--- src/rtl/awve_pkg.sv ---
// Shared constants, codes and control/status types of the velocity estimator.
`default_nettype none
package awve_pkg;
  localparam int HIST_DEPTH = 16;
  localparam int SLOT_W = $clog2(HIST_DEPTH);
  localparam int DEPTH_CAP = (HIST_DEPTH > 16) ? 16 : HIST_DEPTH;
  localparam int CNT_W = $clog2(DEPTH_CAP + 1);
  localparam int WIN_W = 4;
  localparam int POS_W = 32;
  localparam int VEL_W = 48;
  localparam int QUO_W = 49;

  localparam logic REG_DEPTH = 1'b0;
  localparam logic REG_BAND  = 1'b1;

  localparam logic [1:0] AXIS_X = 2'd0;
  localparam logic [1:0] AXIS_Y = 2'd1;
  localparam logic [1:0] AXIS_Z = 2'd2;

  typedef struct packed {
    logic             latch_in;
    logic             store_first;
    logic             store_new;
    logic [WIN_W-1:0] rd_back;
    logic             ld_start;
    logic             mul;
    logic             ld_vel;
    logic             div_start;
    logic [1:0]       axis;
    logic             div_capture;
    logic             load_out;
    logic [WIN_W-1:0] window;
  } cmd_t;

  typedef struct packed {
    logic             first;
    logic             stale;
    logic [WIN_W-1:0] last_back;
    logic             dev_fail;
    logic             div_done;
    logic             out_busy;
  } stat_t;
endpackage
`default_nettype wire

--- src/rtl/awve_ctrl.sv ---
// Controller: sequences storing, the window search, the divisions and the result hand-off.
`default_nettype none
module awve_ctrl (
  input  wire logic            clk,
  input  wire logic            rst_n,
  input  wire logic            in_valid,
  output logic                 in_ready,
  input  wire awve_pkg::stat_t stat,
  output awve_pkg::cmd_t       cmd
);
  localparam logic [3:0] S_IDLE   = 4'd0;
  localparam logic [3:0] S_DECIDE = 4'd1;
  localparam logic [3:0] S_SRD    = 4'd2;
  localparam logic [3:0] S_SLD    = 4'd3;
  localparam logic [3:0] S_MUL    = 4'd4;
  localparam logic [3:0] S_CMP    = 4'd5;
  localparam logic [3:0] S_VRD    = 4'd6;
  localparam logic [3:0] S_VLD    = 4'd7;
  localparam logic [3:0] S_DIV    = 4'd8;
  localparam logic [3:0] S_DWAIT  = 4'd9;
  localparam logic [3:0] S_OUT    = 4'd10;

  localparam int W = awve_pkg::WIN_W;

  logic [3:0]   state_r, state_nxt;
  logic [W-1:0] back_r, back_nxt, k_r, k_nxt, chosen_r, chosen_nxt;
  logic [1:0]   axis_r, axis_nxt;

  always_comb begin
    state_nxt  = state_r;
    back_nxt   = back_r;
    k_nxt      = k_r;
    chosen_nxt = chosen_r;
    axis_nxt   = axis_r;
    cmd        = '0;
    cmd.axis   = axis_r;
    cmd.window = chosen_r;
    in_ready   = 1'b0;
    unique case (state_r)
      S_IDLE: begin
        in_ready = 1'b1;
        if (in_valid) begin
          cmd.latch_in = 1'b1;
          state_nxt    = S_DECIDE;
        end
      end
      S_DECIDE: begin
        if (stat.first) begin
          cmd.store_first = 1'b1;
          state_nxt       = S_IDLE;
        end else if (stat.stale) begin
          state_nxt = S_IDLE;
        end else begin
          cmd.store_new = 1'b1;
          back_nxt      = W'(1);
          chosen_nxt    = W'(1);
          state_nxt     = S_SRD;
        end
      end
      S_SRD: begin
        cmd.rd_back = back_r;
        state_nxt   = S_SLD;
      end
      S_SLD: begin
        cmd.ld_start = 1'b1;
        if (back_r == W'(1)) begin
          if (back_r == stat.last_back) begin
            state_nxt = S_VRD;
          end else begin
            back_nxt  = back_r + W'(1);
            state_nxt = S_SRD;
          end
        end else begin
          k_nxt       = back_r - W'(1);
          cmd.rd_back = back_r - W'(1);
          state_nxt   = S_MUL;
        end
      end
      S_MUL: begin
        cmd.mul   = 1'b1;
        state_nxt = S_CMP;
      end
      S_CMP: begin
        if (stat.dev_fail) begin
          state_nxt = S_VRD;
        end else if (k_r == W'(1)) begin
          chosen_nxt = back_r;
          if (back_r == stat.last_back) begin
            state_nxt = S_VRD;
          end else begin
            back_nxt  = back_r + W'(1);
            state_nxt = S_SRD;
          end
        end else begin
          k_nxt       = k_r - W'(1);
          cmd.rd_back = k_r - W'(1);
          state_nxt   = S_MUL;
        end
      end
      S_VRD: begin
        cmd.rd_back = chosen_r;
        state_nxt   = S_VLD;
      end
      S_VLD: begin
        cmd.ld_vel = 1'b1;
        axis_nxt   = awve_pkg::AXIS_X;
        state_nxt  = S_DIV;
      end
      S_DIV: begin
        cmd.div_start = 1'b1;
        state_nxt     = S_DWAIT;
      end
      S_DWAIT: begin
        if (stat.div_done) begin
          cmd.div_capture = 1'b1;
          if (axis_r == awve_pkg::AXIS_Z) begin
            state_nxt = S_OUT;
          end else begin
            axis_nxt  = axis_r + 2'd1;
            state_nxt = S_DIV;
          end
        end
      end
      S_OUT: begin
        if (!stat.out_busy) begin
          cmd.load_out = 1'b1;
          state_nxt    = S_IDLE;
        end
      end
      default: state_nxt = S_IDLE;
    endcase
  end

  always_ff @(posedge clk) begin
    if (!rst_n) begin
      state_r  <= S_IDLE;
      back_r   <= '0;
      k_r      <= '0;
      chosen_r <= '0;
      axis_r   <= awve_pkg::AXIS_X;
    end else begin
      state_r  <= state_nxt;
      back_r   <= back_nxt;
      k_r      <= k_nxt;
      chosen_r <= chosen_nxt;
      axis_r   <= axis_nxt;
    end
  end
endmodule
`default_nettype wire

--- config.mk ---
export PLATFORM = sky130hd
export DESIGN_NAME = awve_ctrl
export DESIGN_NICKNAME = d
export VERILOG_FILES = /design/src/rtl/awve_pkg.sv /design/src/rtl/awve_ctrl.sv
export SDC_FILE = /design/constraint.sdc
export NUM_CORES = 1
export LEC_CHECK = 0
export BUFFER_PORTS_ARGS = -buffer_cell sky130_fd_sc_hd__buf_2
export CAP_MARGIN = 10
export CORE_UTILIZATION = 53
export CTS_CLUSTER_SIZE = 28
export DETAILED_ROUTE_END_ITERATION = 8
export MAX_ROUTING_LAYER = met4
export PLACE_DENSITY = 0.86
export SLEW_MARGIN = 20
export SYNTH_ARGS = -nofsm -noshare
export SYNTH_HDL_FRONTEND = slang
export SYNTH_SLANG_ARGS = --single-unit
--- constraint.sdc ---
create_clock -name clk -period 2.5 [get_ports clk]
set_input_delay 0.375 -clock clk [delete_from_list [all_inputs] [get_ports clk]]
set_output_delay 0.375 -clock clk [all_outputs]
set_load 0.005 [all_outputs]
# --- Word level (Yosys, flattened, before mapping) ---
# Index checks and enable logic that the tools add are counted.
totals:
  register_bits: 18
  latch_bits: 0
  mem_bits_rw: 0
  rom_bits: 0
  input_bits: 12
  output_inout_bits: 20
  elab_cells: 91
  mem_count: 0
classes:
  addsub: 4
  n_mul: 0
  div: 0
  magnitude_cmp: 0
  eq_ne: 25
  shift: 0
  muxes: 47
  bitwise: 0
  reduce_logical: 10
op_table:
  columns: ["operator", "n"]
  rows:
  - ["two-way mux 4 bit", 20]
  - ["case mux 4 bit (11 select lines)", 1]
  - ["!= test 2 bit (second input constant)", 11]
  - ["equality test 4 x 3 -> 1 bit (second input constant)", 4]
  - ["case mux 4 bit (2 select lines)", 2]
  - ["case mux 4 bit (4 select lines)", 1]
  - ["two-way mux 1 bit", 14]
  - ["equality test 4 x 1 -> 1 bit (second input constant)", 3]
  - ["equality test 4 bit (second input constant)", 3]
  - ["case mux 4 bit (3 select lines)", 1]
  - ["two-way mux 2 bit", 5]
  - ["equality test 4 x 2 -> 1 bit (second input constant)", 2]
  - ["subtractor 4 x 1 -> 4 bit (second input constant)", 2]
  - ["two-way mux 3 bit", 2]
  - ["AND reduction 3 bit", 2]
  - ["AND reduction 6 bit", 1]
  - ["nonzero test 2 bit", 3]
  - ["AND reduction 5 bit", 1]
  - ["adder 4 x 1 -> 4 bit (second input constant)", 1]
  - ["equality test 4 bit", 1]
  - ["logical NOT 4 bit", 1]
  - ["case mux 2 bit (2 select lines)", 1]
  - ["AND reduction 4 bit", 1]
  - ["nonzero test 3 bit", 1]
  - ["2 further kinds", 2]

# --- Depth between registers and ports, before layout ---
depth:
  ltp_word: 5
  depth_mapped: 8
  mapped_depth_nobuf: 7

# --- Worst setup path after synthesis ---
# No wires, ideal clock.
synth_path:
  kind: "register -> output"
  start: "register back_r[1]"
  end: "output cmd[12] (netlist bit)"
  t_arrival_ps: 1490
  required_ps: 2125
  path_slack_ps: 635
  stages_incl_launch_ff: 8
  n_path_buf: 1
  cell_sequence: "dfxtp_1 -> buf_2 -> inv_1 -> ha_1 -> or3b_2 -> nand2_1 -> o22a_1 -> o21ai_0"
synth_rtl:
  columns: ["element", "line_no", "text"]
  rows:
  - ["start: declaration", "awve_ctrl.sv:26", "logic [W-1:0] back_r, back_nxt, k_r, k_nxt, chosen_r, chosen_nxt;"]
  - ["start signal: assignment", "awve_ctrl.sv:143", "back_r <= back_nxt;"]
  - ["end: declaration", "awve_ctrl.sv:9", "output awve_pkg::cmd_t cmd"]

==> flow_summary.html <==
<table>
<tr><th>Metric</th><th>Value</th></tr>
<tr><th colspan="2">Status</th></tr>
<tr><td>Status</td><td>completed</td></tr>
<tr><th colspan="2">Layout</th></tr>
<tr><td>Most frequent cells in the layout</td><td>sky130_fd_sc_hd__buf_2, sky130_fd_sc_hd__a21oi_1, sky130_fd_sc_hd__dfxtp_1</td></tr>
<tr><td>Most common library cell in the layout ignoring fill and taps</td><td>sky130_fd_sc_hd__buf_2</td></tr>
<tr><td>Number of nets in the layout</td><td>227</td></tr>
<tr><td>Share of final-layout standard cells stronger than drive strength 1</td><td>25.0%</td></tr>
<tr><td>Area grow syn2layout</td><td>16.1%</td></tr>
<tr><td>Non-filler instance count after layout</td><td>238</td></tr>
<tr><td>Cell area after layout</td><td>1610 sq um</td></tr>
<tr><td>Final core occ</td><td>65.0%</td></tr>
<tr><td>Antenna fix cells</td><td>0</td></tr>
<tr><th colspan="2">Placed design</th></tr>
<tr><td>Placed cell count</td><td>234</td></tr>
<tr><td>Count of buffers from port buffering</td><td>31</td></tr>
<tr><td>DP Wirelength</td><td>2500 microns</td></tr>
<tr><td>RePlAce Congestion</td><td>0.944</td></tr>
<tr><td>Placed cell area</td><td>1560 sq um</td></tr>
<tr><th colspan="2">Power and ir drop</th></tr>
<tr><td>Power Dens Cells</td><td>352 nW/um^2</td></tr>
<tr><td>VDD IR-drop max</td><td>0.279 mV</td></tr>
<tr><td>Static leakage power</td><td>0.683 nW</td></tr>
<tr><td>Overall Power</td><td>0.568 mW</td></tr>
<tr><th colspan="2">CTS</th></tr>
<tr><td>Clock buffer count from CTS</td><td>3</td></tr>
<tr><td>Count of instances resized after the clock tree is built</td><td>3</td></tr>
<tr><td>Clock-pin slew reported for the worst setup and hold paths after clock tree synthesis</td><td>0.10 ns</td></tr>
<tr><td>Setup bufs post-CTS</td><td>0</td></tr>
<tr><td>Cts-stage hold buffer count</td><td>0</td></tr>
<tr><td>CTS Buffer Depth</td><td>2</td></tr>
<tr><td>Root buffer selected by CTS</td><td>sky130_fd_sc_hd__clkbuf_4</td></tr>
<tr><td>TritonCTS clock tree</td><td>done</td></tr>
<tr><td>Number of clock sinks</td><td>18</td></tr>
<tr><td>Insertion delay of the later-clocked pin in the worst-skew pair</td><td>0.30 ns</td></tr>
<tr><td>CTS H-tree lvls</td><td>1</td></tr>
<tr><th colspan="2">Routing</th></tr>
<tr><td>Vias after detailed routing</td><td>1376</td></tr>
<tr><td>Routed vias/inst</td><td>5.78</td></tr>
<tr><td>DR DRC count</td><td>0</td></tr>
<tr><td>Iteration-0 DRC Markers</td><td>26</td></tr>
<tr><td>Count of antenna-violating nets left after detailed routing</td><td>0</td></tr>
<tr><td>Total wire length</td><td>3260 microns</td></tr>
<tr><td>Per-cell routed wire length</td><td>13.7 microns</td></tr>
<tr><td>First-pass DRT Iterations</td><td>4</td></tr>
<tr><th colspan="2">Hold path</th></tr>
<tr><td>Hold Path Sink</td><td>state_r[1]$_SDFFE_PN0P_</td></tr>
<tr><td>Beginning of the worst hold path</td><td>stat[0]</td></tr>
<tr><td>Worst hold stages</td><td>3</td></tr>
<tr><td>Worst min-delay path category</td><td>in -&gt; reg</td></tr>
<tr><th colspan="2">Synth</th></tr>
<tr><td>Multiplexer area fraction after synthesis</td><td>6.76%</td></tr>
<tr><td>Synthesis Warnings</td><td>0</td></tr>
<tr><td>Nets in the synthesized netlist</td><td>198</td></tr>
<tr><td>Count of flip-flops with a built-in enable after synthesis</td><td>0</td></tr>
<tr><td>Sequential-to-total area share from yosys stat</td><td>26.0%</td></tr>
<tr><td>Largest area contributor in the synthesized netlist</td><td>sky130_fd_sc_hd__dfxtp_1</td></tr>
<tr><td>Most used flip-flop cell after synthesis</td><td>sky130_fd_sc_hd__dfxtp_1</td></tr>
<tr><td>Dominant combinational cell family by area after synthesis</td><td>simple AND/OR/NAND/NOR gates</td></tr>
<tr><td>Compound-gate portion of the synthesized area</td><td>22.2%</td></tr>
<tr><td>Xor and xnor area share after synthesis</td><td>5.05%</td></tr>
<tr><td>Adder-cell share of the synthesized area</td><td>5.41%</td></tr>
<tr><td>Proportion of register bits with asynchronous set or reset after synthesis</td><td>0%</td></tr>
<tr><td>Average size of a mapped cell</td><td>7.71 sq um</td></tr>
<tr><td>Count of different cell masters after synthesis</td><td>46</td></tr>
<tr><td>Simple-Gate Fraction of Synth Area</td><td>27.0%</td></tr>
<tr><td>Netlist area before placement</td><td>1390 sq um</td></tr>
<tr><td>Instance count of the mapped netlist</td><td>180</td></tr>
<tr><td>Leading cell types by total area after synthesis</td><td>sky130_fd_sc_hd__dfxtp_1, sky130_fd_sc_hd__a21oi_1, sky130_fd_sc_hd__ha_1</td></tr>
<tr><td>Post-synthesis sequential element count</td><td>18</td></tr>
<tr><td>Synth top area share</td><td>26.0%</td></tr>
<tr><th colspan="2">Global route</th></tr>
<tr><td>First-pass GRT wire length</td><td>5290 microns</td></tr>
<tr><td>Initial antenna violation count</td><td>0</td></tr>
<tr><td>Via count of the first global-routing pass</td><td>1190</td></tr>
<tr><td>Leftover overflow at the end of global routing</td><td>0</td></tr>
<tr><td>Pin count of the biggest net entering global routing</td><td>16</td></tr>
<tr><td>Total global-route track usage</td><td>26.5%</td></tr>
<tr><th colspan="2">Die</th></tr>
<tr><td>Number of standard-cell rows in the floorplan</td><td>18</td></tr>
<tr><td>Die height</td><td>53.2 microns</td></tr>
<tr><td>Starting density of the core</td><td>56.0%</td></tr>
<tr><td>Boundary Pins</td><td>32</td></tr>
<tr><td>Core Footprint</td><td>2480 sq um</td></tr>
<tr><td>Die area</td><td>2830 sq um</td></tr>
<tr><td>Die Wd</td><td>53.2 microns</td></tr>
<tr><th colspan="2">Worst setup path</th></tr>
<tr><td>Reg2Reg Depth</td><td>6</td></tr>
<tr><td>Crit end category</td><td>output pin</td></tr>
<tr><td>CP Max Fanout</td><td>6</td></tr>
<tr><td>Slowest CP cell</td><td>sky130_fd_sc_hd__or3_4</td></tr>
<tr><td>Startpoint type of the worst setup path</td><td>flop</td></tr>
<tr><td>Worst setup path start</td><td>k_r[1]$_SDFFE_PN0P_</td></tr>
<tr><td>Crit Path Class</td><td>reg -&gt; out</td></tr>
<tr><td>Critical Path, Cell by Cell</td><td>inv_1 &gt; ha_1 &gt; nor3b_1 &gt; or3_4 &gt; o22a_1 &gt; o21ai_0 &gt; buf_2</td></tr>
<tr><td>Reg-to-reg endpoint</td><td>back_r[2]$_SDFFE_PN0P_</td></tr>
<tr><td>Signal arrival time at the worst endpoint</td><td>1.98 ns</td></tr>
<tr><td>Required arrival time at the worst endpoint</td><td>2.12 ns</td></tr>
<tr><td>R2R Setup Slk</td><td>0.36 ns</td></tr>
<tr><td>Startpoint of the lowest-slack register-to-register path</td><td>k_r[0]$_SDFFE_PN0P_</td></tr>
<tr><td>Largest stage delay, worst path</td><td>0.42 ns</td></tr>
<tr><th colspan="2">Flow run</th></tr>
<tr><td>Count of maximum capacitance violations</td><td>0</td></tr>
<tr><th colspan="2">STA</th></tr>
<tr><td>Final count of negative-setup-slack endpoints</td><td>0</td></tr>
<tr><td>Final Cycle Share</td><td>94.3%</td></tr>
<tr><td>Final Slew Violations</td><td>0</td></tr>
<tr><td>Headroom to the max-slew limit</td><td>65.3%</td></tr>
<tr><td>Transition time of the tightest slew-check pin</td><td>0.520 ns</td></tr>
<tr><td>Tmin final</td><td>2.36 ns</td></tr>
<tr><td>Maximum operating frequency</td><td>424 MHz</td></tr>
<tr><td>Hold Vio Cnt, Final</td><td>0</td></tr>
<tr><td>Setup total negative slack</td><td>0 ns</td></tr>
<tr><td>Worst clock skew</td><td>0.000455 ns</td></tr>
</table>
## flip-flops by register name (all words and copies together) (netlist names)
signal and cells:
axis_r 2, back_r 4, chosen_r 4, k_r 4, state_r 4
## power by group
group	total (mW)	internal [mW]	switching, mW
registers	0.298	0.291	0.00696
logic	0.0854	0.0392	0.0462
clock network	0.184	0.0889	0.0949
total	0.568	0.419	0.148
## worst max-delay path, delay by kind of cell (launching register included)
family | cells | cell delay [ns]
AO/OA/AOI/OAI | 2 | 0.32
adder cells (fa/ha/maj) | 1 | 0.19
buffers and inverters | 2 | 0.23
flip-flops | 1 | 0.37
AND/OR/NAND/NOR | 2 | 0.58
## through the flow
stage                     hold slack [ns]  setup WS [ns]
after floorplan                     0.461          0.635
after global placement              0.467          0.383
after detailed placement            0.462          0.308
after CTS                           0.344         0.0521
after global routing                0.372       -0.00442
final                               0.349          0.143
## layout make-up
| class | count | area (sq um) |
|---|---|---|
| Multi-Input combinational cell | 137 | 935 |
| Fill cell | 236 | 867 |
| Inverter | 14 | 52.6 |
| Sequential cell | 18 | 364 |
| Clock buffer | 4 | 36.3 |
| Timing Repair Buffer | 35 | 185 |
| Tap cell | 30 | 37.5 |
## logic make-up after synthesis
group           Yosys count
compound gates           48
xor+xnor                  8
fa+ha+maj                 6
buf+inv                  25
flops                    18
mux                       9
simple gates             66
## Yosys cell counts (2+ instances only)
cell type                  number
sky130_fd_sc_hd__a21oi_1       17
sky130_fd_sc_hd__a22oi_1        4
sky130_fd_sc_hd__and2_1         3
sky130_fd_sc_hd__and3_1         2
sky130_fd_sc_hd__buf_2          4
sky130_fd_sc_hd__buf_4          2
sky130_fd_sc_hd__clkbuf_1       4
sky130_fd_sc_hd__dfxtp_1       18
sky130_fd_sc_hd__ha_1           6
sky130_fd_sc_hd__inv_1         14
sky130_fd_sc_hd__mux2_2         2
sky130_fd_sc_hd__mux2i_1        6
sky130_fd_sc_hd__nand2_1       11
sky130_fd_sc_hd__nand2b_1       7
sky130_fd_sc_hd__nand3_1        7
sky130_fd_sc_hd__nor2_1        13
sky130_fd_sc_hd__nor3_1         9
sky130_fd_sc_hd__nor3b_1        2
sky130_fd_sc_hd__nor4b_2        2
sky130_fd_sc_hd__o211ai_1       2
sky130_fd_sc_hd__o21ai_0       10
sky130_fd_sc_hd__o22a_1         4
sky130_fd_sc_hd__o41ai_1        2
sky130_fd_sc_hd__xnor2_1        3
sky130_fd_sc_hd__xor2_1         5
## routing by layer
metal / vias up / track usage [%] / part of all wire [%]
li1: 702 / - / -
met1: 626 / 33.1 / 48
met2: 43 / 44.1 / 46
met3: 5 / 3.45 / 4.6
met4: 0 / 8.33 / 1.3
met5: - / - / 0
## worst max path at each step
| stage | to | slack (ns) | depth (start not counted) |
|---|---|---|---|
| final | cmd[12] | 0.14 | 7 |
| after global routing | cmd[12] | -0.004 | 7 |
| after floorplan | cmd[12] | 0.64 | 7 |
| after detailed placement | cmd[12] | 0.31 | 5 |
| after CTS | cmd[12] | 0.05 | 7 |
| after global placement | cmd[12] | 0.38 | 6 |
No activity file was read; power rests on OpenSTA's default activity.
